## src/rtl/crf_pkg.sv

```systemverilog
package crf_pkg;

  localparam int ENTRIES   = 16;
  localparam int BUF_BYTES = 256;
  localparam int IDX_W     = $clog2(ENTRIES);
  localparam int POS_W     = $clog2(BUF_BYTES);
  localparam int LEN_W     = 9;
  localparam int BUF_W     = IDX_W + 1;
  localparam int ADDR_W    = BUF_W + POS_W;
  localparam int MEM_DEPTH = 2 * ENTRIES * BUF_BYTES;

  localparam logic [3:0] ISO_FF       = 4'h1;
  localparam logic [3:0] ISO_CF       = 4'h2;
  localparam logic [7:0] ISO_CF_START = 8'h20;
  localparam logic [7:0] ISO_CF_TOP   = 8'h2F;
  localparam logic [7:0] FLAG_NEW     = 8'h01;
  localparam logic [3:0] MAX_FLEN     = 4'd8;

  typedef enum logic [2:0] {
    CMD_CLEAR = 3'd0,
    CMD_ADD   = 3'd1,
    CMD_FRAME = 3'd2,
    CMD_LOCK  = 3'd3,
    CMD_DUMP  = 3'd4,
    CMD_TICK  = 3'd5
  } cmd_t;

  typedef enum logic [2:0] {
    RS_OK      = 3'd0,
    RS_NO_ID   = 3'd1,
    RS_INVALID = 3'd2,
    RS_EXISTS  = 3'd3,
    RS_NO_ROOM = 3'd4
  } status_t;

  typedef enum logic [1:0] {
    MODE_SINGLE = 2'd0,
    MODE_CUSTOM = 2'd1,
    MODE_ISOTP  = 2'd2,
    MODE_IGNORE = 2'd3
  } mode_t;

  typedef enum logic [2:0] {
    ST_IDLE,
    ST_LOOK,
    ST_EXEC,
    ST_WR,
    ST_FIN,
    ST_RA,
    ST_RB,
    ST_EMIT
  } state_t;

  typedef struct packed {
    logic [2:0]  command;
    logic [31:0] element_id;
    logic [3:0]  frame_len;
    logic [63:0] frame_data;
    logic [1:0]  msg_mode;
    logic [2:0]  seq_position;
    logic [7:0]  seq_start;
    logic [8:0]  expected_len;
  } in_t;

  typedef struct packed {
    logic [2:0]  status;
    logic [31:0] time_stamp;
    logic [7:0]  flags;
    logic [8:0]  msg_length;
    logic [63:0] data_word;
    logic        last;
  } out_t;

  typedef struct packed {
    cmd_t        op;
    logic [31:0] id;
    logic [3:0]  flen;
    logic [63:0] data;
    mode_t       mode;
    logic [2:0]  spos;
    logic [7:0]  sstart;
    logic [8:0]  xlen;
  } item_t;

  typedef struct packed {
    mode_t      mode;
    logic [2:0] spos;
    logic [7:0] sstart;
  } cfg_t;

  typedef struct packed {
    logic             valid;
    logic             store;
    logic [LEN_W-1:0] len;
    logic [LEN_W-1:0] pos;
    logic [7:0]       last_seq;
    logic [7:0]       flags;
  } bstat_t;

endpackage

```

## src/rtl/crf_queue.sv

```systemverilog
module crf_queue import crf_pkg::*; (
  input  logic  clk,
  input  logic  rst,
  input  logic  push,
  input  item_t item_in,
  output logic  full,
  input  logic  pop,
  output logic  empty,
  output item_t item_out
);

  item_t      slots [2];
  logic       wp;
  logic       rp;
  logic [1:0] count;

  assign full     = count == 2'd2;
  assign empty    = count == 2'd0;
  assign item_out = slots[rp];

  always_ff @(posedge clk) begin
    if (push) begin
      slots[wp] <= item_in;
    end
  end

  always_ff @(posedge clk) begin
    if (rst) begin
      wp    <= 1'b0;
      rp    <= 1'b0;
      count <= 2'd0;
    end else begin
      if (push) begin
        wp <= !wp;
      end
      if (pop) begin
        rp <= !rp;
      end
      count <= count + 2'(push) - 2'(pop);
    end
  end

endmodule

```

## config.mk

```make
export PLATFORM = sky130hd
export DESIGN_NAME = crf_queue
export DESIGN_NICKNAME = d
export VERILOG_FILES = /design/src/rtl/crf_pkg.sv /design/src/rtl/crf_queue.sv
export SDC_FILE = /design/constraint.sdc
export NUM_CORES = 1
export LEC_CHECK = 0
export CAP_MARGIN = 10
export CORE_MARGIN = 5
export CORE_UTILIZATION = 30
export CTS_CLUSTER_DIAMETER = 40
export DETAILED_ROUTE_END_ITERATION = 8
export DONT_BUFFER_PORTS = 1
export GPL_ROUTABILITY_DRIVEN = 0
export PLACE_DENSITY = 0.51
export SYNTH_ARGS = -nofsm -noshare
export SYNTH_HDL_FRONTEND = slang
export SYNTH_SLANG_ARGS = --single-unit
```

## constraint.sdc

```tcl
create_clock -name clk -period 8.7 [get_ports clk]
set_input_delay 0.87 -clock clk [delete_from_list [all_inputs] [get_ports clk]]
set_output_delay 0.87 -clock clk [all_outputs]
set_load 0.01 [all_outputs]
```

==> metrics.md, run 1 <==
| Metric | Value |
|---|---|
| Setup bufs post-CTS | 0 |
| Proportion of layout cells with a drive suffix above 1 | 0.416 |
| Final Max Tran Viols | 0 |
| Drt pass-1 iters | 4 |
| Tightest Pin Transition | 1060 ps |
| Fin Clk Skew | 12.0 ps |
| # nets final | 569 |
| Hold WC Path Type | primary input to register |
| Synth Instances | 410 |
| WL met2 | 8660 µm |
| Slowest cell delay on critical path | 970 ps |
| Ports | 256 |
| EDFF count, synth | 250 |
| Routed WL | 17400 µm |
| FF+latch count, synth | 255 |
| Worst slew margin | 0.291 |
| WS Path Type | register to output pin |
| Die Ht | 187 µm |
| Wirelength per Cell | 20.0 µm |
| Yosys top cell by area | edfxtp_1 |
| CTS Buffer Depth | 3 |
| CTS tree | built |
| Clk slew on worst S/H paths | 50 ps |
| Number of CTS-inserted buffers | 36 |
| Starting Density | 0.301 |
| Seq/Total Area, Yosys | 0.806 |
| Crit path DAT | 2830 ps |
| Syn. warnings | 0 |
| DRC | 0 |
| Data required, critical path | 7830 ps |
| Critical Path Slowest Stage Cell | dfxtp_4 |
| PortBufs | 0 |
| DP Wirelength | 11600 µm |
| Final setup margin | 5000 ps |
| Area of the core | 31300 µm² |
| Asr flop ratio synth | 0 |
| Buf/Inv on CP | 1 |
| Largest net degree at the start of global routing | 73 |
| Cts hold-fix bufs | 0 |
| Via density | 4.36 |
| Initial antenna violation count | 0 |
| Syn nets | 541 |
| CP endpoint kind | output pin |
| Via count | 3780 |
| Area share of the largest cell type after synthesis | 0.796 |
| Tcrit/Tclk final | 0.426 |
| Post-place setup slack | 5360 ps |
| RSZ-0062 raised after global routing | false |
| Later-pin clock latency in the skew report | 490 ps |
| Drt initial violations | 189 |
| Average size of a mapped cell | 23.0 µm² |
| Mapped cell area | 9430 µm² |
| Post-synthesis cell type count | 13 |
| Startpoint Class | register |
| Overall Global Routing Usage | 0.0951 |
| Hold_ws | 436 ps |
| Uppermost routed layer | met4 |
| Total power | 3.18 mW |
| Die width | 187 µm |
| Static Leak | 3.76 nW |
| Total global routing overflow | 0 |
| Final setup viols | 0 |
| M1 WL | 5620 µm |
| Setup TNS | 0 ps |
| Max cap viols | 0 |
| Worst reg2reg path depth | 2 |
| Top delay family on crit path | flip-flops |
| Root Driver | clkbuf_16 |
| Post-synth top flop | edfxtp_1 |
| Max Clock Freq | 0.270 GHz |
| Vias in the first global route | 4251 |
| First-pass GRT wire length | 25900 µm |
| Cell Chain, Critical Path | buf_4, mux2_2 |
| Clk sinks | 255 |
| Pwr Density | 285 nW/µm² |
| Row cnt | 65 |
| Top-count cell post-synth | edfxtp_1 |
| Post-CTS sizing | 0 |
| Hold Path Stages | 1 |
| Tmin final | 3700 ps |
| Top cells by count, synth | edfxtp_1, mux2_2, mux2_4, buf_2, buf_6 |
| Top post-synthesis cells by area | edfxtp_1, mux2_2, mux2_4, dfxtp_1, buf_6 |
| Synth-to-layout area growth | 18.0% |
| Hold Vio Cnt, Final | 0 |
| Max IR drop VDD | 0.190 mV |
| H-tree Lvls | 2 |
| Antenna Diode Count | 0 |
| CP Depth | 2 |
| Worst-path fanout max | 64 |
| Metal3 WL | 2630 µm |
| ANT nets after route | 0 |
| Status | finished clean |
| Die ar. | 35100 µm² |
final timing paths:
check,from,to,slack [ps]
max,register,item_out[47],5000
min,rst,register,440
max reg2reg,wp$_SDFFE_PP0P_,slots[1][29]$_DFFE_PP_,6240
min reg2reg,rp$_SDFFE_PP0P_,rp$_SDFFE_PP0P_,520
sequential cells by signal (all words and copies together) (netlist names), named ones only:
signal and cells:
wp 1, count 2, rp 1, slots 250
final cells by class:
cell class	instances	area [µm²]
flip-flops and latches	255	7610
repair buffers	4	30.0
clock buffers	42	965
multi-input cells	139	1710
fillers	2843	20200
clock inverters	22	304
inverters	2	7.51
well taps	402	503
through the flow:
stage,utilization,area (µm²),cells
2_1_floorplan,-,9430,410
3_3_place_gp,0.315,9870,802
3_5_place_dp,0.315,9870,802
4_1_cts,0.356,11100,866
5_1_grt,0.356,11100,866
6_report,0.356,11100,866
routing by layer:
metal  track usage  up-vias
li1              -     1684
met1        0.0920     1868
met2         0.160      188
met3        0.0685       40
met4        0.0310        0
met5             0        -
cells in the final DEF (no fill, tap or decap):
cell type	n
edfxtp_1	250
mux2_2	75
mux2_4	50
clkbuf_16	37
bufinv_16	6
clkinv_2	6
nor2_1	5
inv_6	4
dfxtp_1	4
buf_4	4
inv_8	3
clkbuf_1	3
inv_1	2
nor2b_1	2
xnor2_1	2
ha_1	2
clkbuf_8	2
clkinv_4	2
and2_4	1
nor2b_4	1
xnor3_1	1
dfxtp_4	1
clkinvlp_4	1
power breakdown:
group          total [mW]  internal (mW)  switching (mW)
clock                1.49          0.983           0.511
combinational       0.210         0.0927           0.117
sequential           1.47           1.44          0.0324
kinds of logic (layout without fill, tap and decap cells):
logic type | Yosys count | after routing | synth area share
DFF | 255 | 255 | 0.806
muxes | 125 | 125 | 0.169
buffers and inverters | 16 | 70 | 0.0129
and+or+nand+nor | 9 | 9 | 0.00464
xor gates and xnor gates | 3 | 3 | 0.00424
adders and majority gates | 2 | 2 | 0.00265
(Power assumes the default switching activity.)
==> run 2: changes to the inputs <==
clock period = 3.5 ns   (was 8.7 ns; I/O delays follow)
==> run 2 against run 1 <==
Sequential share of layout area is 7.3 points lower. Count of clock-buffer cells in the layout is 3 lower. Register-to-register slack worse by 4500 ps. Sequential power is 150% higher. Critical endpoint is now item_out[15]. Die area stayed put. Critical path depth stayed put. Clock skew is 2.3 ps lower. Flip-flop and latch count stayed put. Non-clock buffer count is 129 higher. Setup slack worse by 3900 ps.
==> metrics.md, run 2 (synthesis gave the netlist of run 1 again) <==
| Metric | Value |
|---|---|
| # nets final | 697 (was 569) |
| # fillers | 2773 (was 2843) |
| CP endpoint kind | output pin (unchanged) |
| Setup bufs post-CTS | 0 (unchanged) |
| Status | finished clean (unchanged) |
| Data required, critical path | 3150 ps (was 7830 ps) |
| Ports | 256 (unchanged) |
| Vias in the first global route | 4814 (was 4251) |
| DRC | 0 (unchanged) |
| Clk sinks | 255 (unchanged) |
| Post-CTS sizing | 0 (unchanged) |
| Max cap viols | 0 (unchanged) |
| First-pass GRT wire length | 28200 µm (was 25900 µm) |
| Overall Global Routing Usage | 0.103 (was 0.0951) |
| Initial antenna violation count | 2 (was 0) |
| RSZ-0062 raised after global routing | false (unchanged) |
| Clk slew on worst S/H paths | 50 ps (about the same) |
| ANT nets after route | 0 (unchanged) |
| Routed WL | 18800 µm (was 17400 µm) |
| Drt pass-1 iters | 4 (unchanged) |
| Non-filler cells in the finished layout | 994 (was 866) |
| Finished Cell Area | 12500 µm² (was 11100 µm²) |
| Via count | 4309 (was 3780) |
| Post-DP Area | 9910 µm² (was 9870 µm²) |
| Total power | 8.11 mW (was 3.18 mW) |
| Pwr Density | 651 nW/µm² (was 285 nW/µm²) |
| CTS Buffer Depth | 3 (unchanged) |
| Regs by FF count | slots x250, count x2 (unchanged) |
| Row cnt | 65 (unchanged) |
| Setup TNS | 0 ps (unchanged) |
| Via density | 4.34 (was 4.36) |
| H-tree Lvls | 2 (unchanged) |
| Hold path start | pop (was rst) |
| Fin Clk Skew | 9.71 ps (was 12.0 ps) |
| Tightest Pin Transition | 861 ps (was 1060 ps) |
| Max IR drop VDD | 0.402 mV (was 0.190 mV) |
| Proportion of layout cells with a drive suffix above 1 | 0.322 (was 0.416) |
| Largest reg by FF count | slots (unchanged) |
| Die ar. | 35100 µm² (unchanged) |
| Largest net degree at the start of global routing | 67 (was 73) |
| DP Wirelength | 12200 µm (was 11600 µm) |
| Hold Vio Cnt, Final | 0 (unchanged) |
| DP Cell Count | 804 (was 802) |
| Static Leak | 4.30 nW (was 3.76 nW) |
| Tcrit/Tclk final | 0.689 |
| Final Max Tran Viols | 0 (unchanged) |
| CTS tree | built (unchanged) |
| Total global routing overflow | 0 (unchanged) |
| Drt initial violations | 176 (was 189) |
| Max Clock Freq | 0.414 GHz |
| Root Driver | clkbuf_16 (unchanged) |
| Max reg flops | 250 (unchanged) |
| Tmin final | 2410 ps |
| Die Ht | 187 µm (unchanged) |
| Most frequent cells in the layout | edfxtp_1, dlygate4sd3_1, mux2_2, mux2_4, clkbuf_16 (was edfxtp_1, mux2_2, mux2_4, clkbuf_16) |
| Later-pin clock latency in the skew report | 490 ps (about the same) |
| Hold WC Path Type | primary input to register (unchanged) |
| WS Path Type | register to output pin (unchanged) |
| Number of CTS-inserted buffers | 35 (was 36) |
| Crit path DAT | 2060 ps (was 2830 ps) |
| Area of the core | 31300 µm² (unchanged) |
| R2r startpoint | wp$_SDFFE_PP0P_ (unchanged) |
| Die width | 187 µm (unchanged) |
| Hold_ws | 38.5 ps (was 436 ps) |
| Synth-to-layout area growth | 32.1% (was 18.0%) |
| Startpoint Class | register (unchanged) |
| PortBufs | 0 (unchanged) |
| Worst-path fanout max | 34 (was 64) |
| Worst slew margin | 0.426 (was 0.291) |
| Wirelength per Cell | 18.9 µm (was 20.0 µm) |
| Starting Density | 0.301 (unchanged) |
| Final setup viols | 0 (unchanged) |
| Cts hold-fix bufs | 127 (was 0) |
| Commonest non-fill, non-tap cell in the layout | edfxtp_1 (unchanged) |
[run 2: worst paths after layout]
path	cells past startpoint	to	slack, ps
max	2	item_out[15]	1090
min	2	rp$_SDFFE_PP0P_	40
max reg2reg	2	slots[1][88]$_DFFE_PP_	1750
min reg2reg	2	rp$_SDFFE_PP0P_	520
[run 2: layout make-up]
cell class	instances	area, µm²	area share
sequential	255	7610	0.611
antenna	2	5.00	0.000402
clock inverter	22	342	0.0274
inverter	2	7.51	0.000603
multi-input combinational	139	1710	0.138
clock buffer	39	933	0.0749
tap	402	503	0.0404
timing repair buffer	133	1340	0.108
[run 2: worst max-delay path, stage by stage (launching register included)]
cell,delay [ps]
dfxtp_4,580
buf_4,520
mux2_2,440
[run 2: layer usage]
layer / global-route usage / vias up / share of wire
li1: - / 1952 / -
met1: 0.116 / 2124 / 0.39
met2: 0.172 / 193 / 0.49
met3: 0.0468 / 40 / 0.098
met4: 0.0373 / 0 / 0.025
met5: 0 / - / 0
[run 2: power breakdown]
part | leakage (nW) | switching, mW | total (mW) | internal, mW
Sequential | 2.39 | 0.0603 | 3.63 | 3.57
Clock | 0.619 | 1.26 | 3.79 | 2.53
Combinational | 1.29 | 0.366 | 0.697 | 0.331
Total | 4.30 | 1.69 | 8.11 | 6.43
[run 2: per-stage QoR]
step / setup WS (ps) / util
CTS: 1030 / 0.398
finish: 1090 / 0.398
global route: 955 / 0.398
detailed placement: 1560 / 0.316
global placement: 1620 / 0.316
floorplan: 838 / -
==> run 3: changes to the inputs <==
clock period = 2.5 ns   (was 3.5 ns; I/O delays follow)
==> run 3 against run 2 <==
Clock power up 36%. Hold slack better by 85 ps. Non-clock buffer count rose by 2. Count of clock-buffer cells in the layout grew 1. Largest cell class unchanged. First-iteration DRC count down 6.8%. Highest routed layer unchanged. Critical path depth unchanged. Sequential share of layout area down 0.20 points. Flip-flop and latch count unchanged.
==> metrics.md, run 3 (synthesis gave the netlist of run 1 again) <==
| Metric | Value |
|---|---|
| Wirelength per Cell | 18.4 µm (was 18.9 µm) |
| Register Area | 7610 µm² (about the same) |
| CTS Buffer Depth | 3 (unchanged) |
| Number of CTS-inserted buffers | 36 (was 35) |
| Area of the core | 31300 µm² (unchanged) |
| DRC | 0 (unchanged) |
| ANT nets after route | 0 (unchanged) |
| Initial antenna violation count | 2 (unchanged) |
| Status | finished clean (unchanged) |
| Largest net degree at the start of global routing | 67 (unchanged) |
| Clk slew on worst S/H paths | 60 ps (was 50 ps) |
| Max IR drop VDD | 0.586 mV (was 0.402 mV) |
| Worst-path fanout max | 61 (was 34) |
| Largest reg by FF count | slots (unchanged) |
| Tightest Pin Transition | 460 ps (was 861 ps) |
| Tcrit/Tclk final | 0.781 |
| Total global routing overflow | 0 (unchanged) |
| Drt pass-1 iters | 4 (unchanged) |
| Final setup margin | 547 ps (was 1090 ps) |
| Static Leak | 4.31 nW (was 4.30 nW) |
| Drt initial violations | 164 (was 176) |
| Die width | 187 µm (unchanged) |
| CP endpoint kind | output pin (unchanged) |
| Max cap viols | 0 (unchanged) |
| Row cnt | 65 (unchanged) |
| Hold Vio Cnt, Final | 0 (unchanged) |
| Ports | 256 (unchanged) |
| Setup TNS | 0 ps (unchanged) |
| Max Clock Freq | 0.512 GHz |
| Worst slew margin | 0.693 (was 0.426) |
| WS Path Type | register to output pin (unchanged) |
| Synth-to-layout area growth | 32.5% (was 32.1%) |
| Fin Clk Skew | 9.25 ps (was 9.71 ps) |
| Pwr Density | 898 nW/µm² (was 651 nW/µm²) |
| Proportion of layout cells with a drive suffix above 1 | 0.326 (was 0.322) |
| Multi-input combinational cell area | 1710 µm² (unchanged) |
| Via density | 4.31 (was 4.34) |
| Root Driver | clkbuf_16 (unchanged) |
| Final setup viols | 0 (unchanged) |
| Overall Global Routing Usage | 0.100 (was 0.103) |
| CTS tree | built (unchanged) |
| Data required, critical path | 2250 ps (was 3150 ps) |
| First-pass GRT wire length | 27800 µm (was 28200 µm) |
| Commonest non-fill, non-tap cell in the layout | edfxtp_1 (unchanged) |
| Routed WL | 18400 µm (was 18800 µm) |
| Starting Density | 0.301 (unchanged) |
| Most frequent cells in the layout | edfxtp_1, dlygate4sd3_1, mux2_2, mux2_4, clkbuf_16 (unchanged) |
| # nets final | 700 (was 697) |
| Final Max Tran Viols | 0 (unchanged) |
| Die Ht | 187 µm (unchanged) |
| PortBufs | 0 (unchanged) |
| Hold_ws | 124 ps (was 38.5 ps) |
| Regs by FF count | slots x250, count x2 (unchanged) |
| H-tree Lvls | 2 (unchanged) |
| Crit path DAT | 1700 ps (was 2060 ps) |
| Setup bufs post-CTS | 0 (unchanged) |
| Later-pin clock latency in the skew report | 500 ps (was 490 ps) |
| Post-place setup slack | 1050 ps (was 1560 ps) |
| DP Wirelength | 11700 µm (was 12200 µm) |
| Hold WC Path Type | primary input to register (unchanged) |
| Final Core Density | 0.399 (was 0.398) |
| Vias in the first global route | 4786 (was 4814) |
| Tmin final | 1950 ps |
| RSZ-0062 raised after global routing | false (unchanged) |
| Startpoint Class | register (unchanged) |
| # fillers | 2771 (was 2773) |
| Die ar. | 35100 µm² (unchanged) |
| Via count | 4308 (was 4309) |
| Clk sinks | 255 (unchanged) |
| Max reg flops | 250 (unchanged) |
| Reg2Reg Setup Slack | 1110 ps (was 1750 ps) |
run 3: changes by cell type in the layout (fill, tap and decap cells not counted), sizes merged:
cell         before  now
inv               6   12
dlygate4sd3     127  129
bufinv            8    5
clkinv            8    7
clkbuf           39   40
run 3: final cells by class:
class | count | share of cell area
timing repair buffer | 135 | 0.113
sequential | 255 | 0.609
antenna | 2 | 0.000400
tap | 402 | 0.0402
clock buffer | 40 | 0.0750
multi-input combinational | 139 | 0.137
clock inverter | 24 | 0.0248
inverter | 2 | 0.000601
run 3: what timing repair did:
action / CTS / global route
hold endpoints to repair: 255 / 0
resized for setup: 0 / 0
hold buffers: 129 / 0
run 3: critical path: stages (launching register included):
cell     delay, ps
dfxtp_4        370
buf_12         300
mux2_2         440
run 3: final timing paths:
kind | startpoint | endpoint | cells after the start
worst max-delay path | register | item_out[124] | 2
worst min-delay path | pop | count[1]$_SDFF_PP0_ | 3
worst max register to register | count[0]$_SDFF_PP0_ | count[1]$_SDFF_PP0_ | 6
worst min register to register | rp$_SDFFE_PP0P_ | rp$_SDFFE_PP0P_ | 2
run 3: where the power goes:
part / internal, mW / switching (mW) / total [mW]
combinational: 0.481 / 0.530 / 1.01
clock: 3.29 / 1.86 / 5.15
sequential: 5.00 / 0.0679 / 5.06
run 3: routing by layer:
metal | routed length (µm) | vias to the layer above | GRT usage
met5 | 0 | - | 0
met4 | 438 | 0 | 0.0347
met3 | 1730 | 32 | 0.0463
met2 | 9210 | 184 | 0.170
met1 | 7000 | 2132 | 0.111
li1 | - | 1960 | -
run 3: metrics by stage:
| stage | std cells | cell area, µm² | power, mW |
|---|---|---|---|
| 3_3_place_gp | 804 | 9960 | 5.97 |
| 3_5_place_dp | 804 | 9960 | 5.98 |
| 2_1_floorplan | 410 | 9440 | 5.81 |
| 6_report | 999 | 12500 | 11.2 |
| 5_1_grt | 998 | 12500 | 11.7 |
| 4_1_cts | 997 | 12500 | 11.4 |
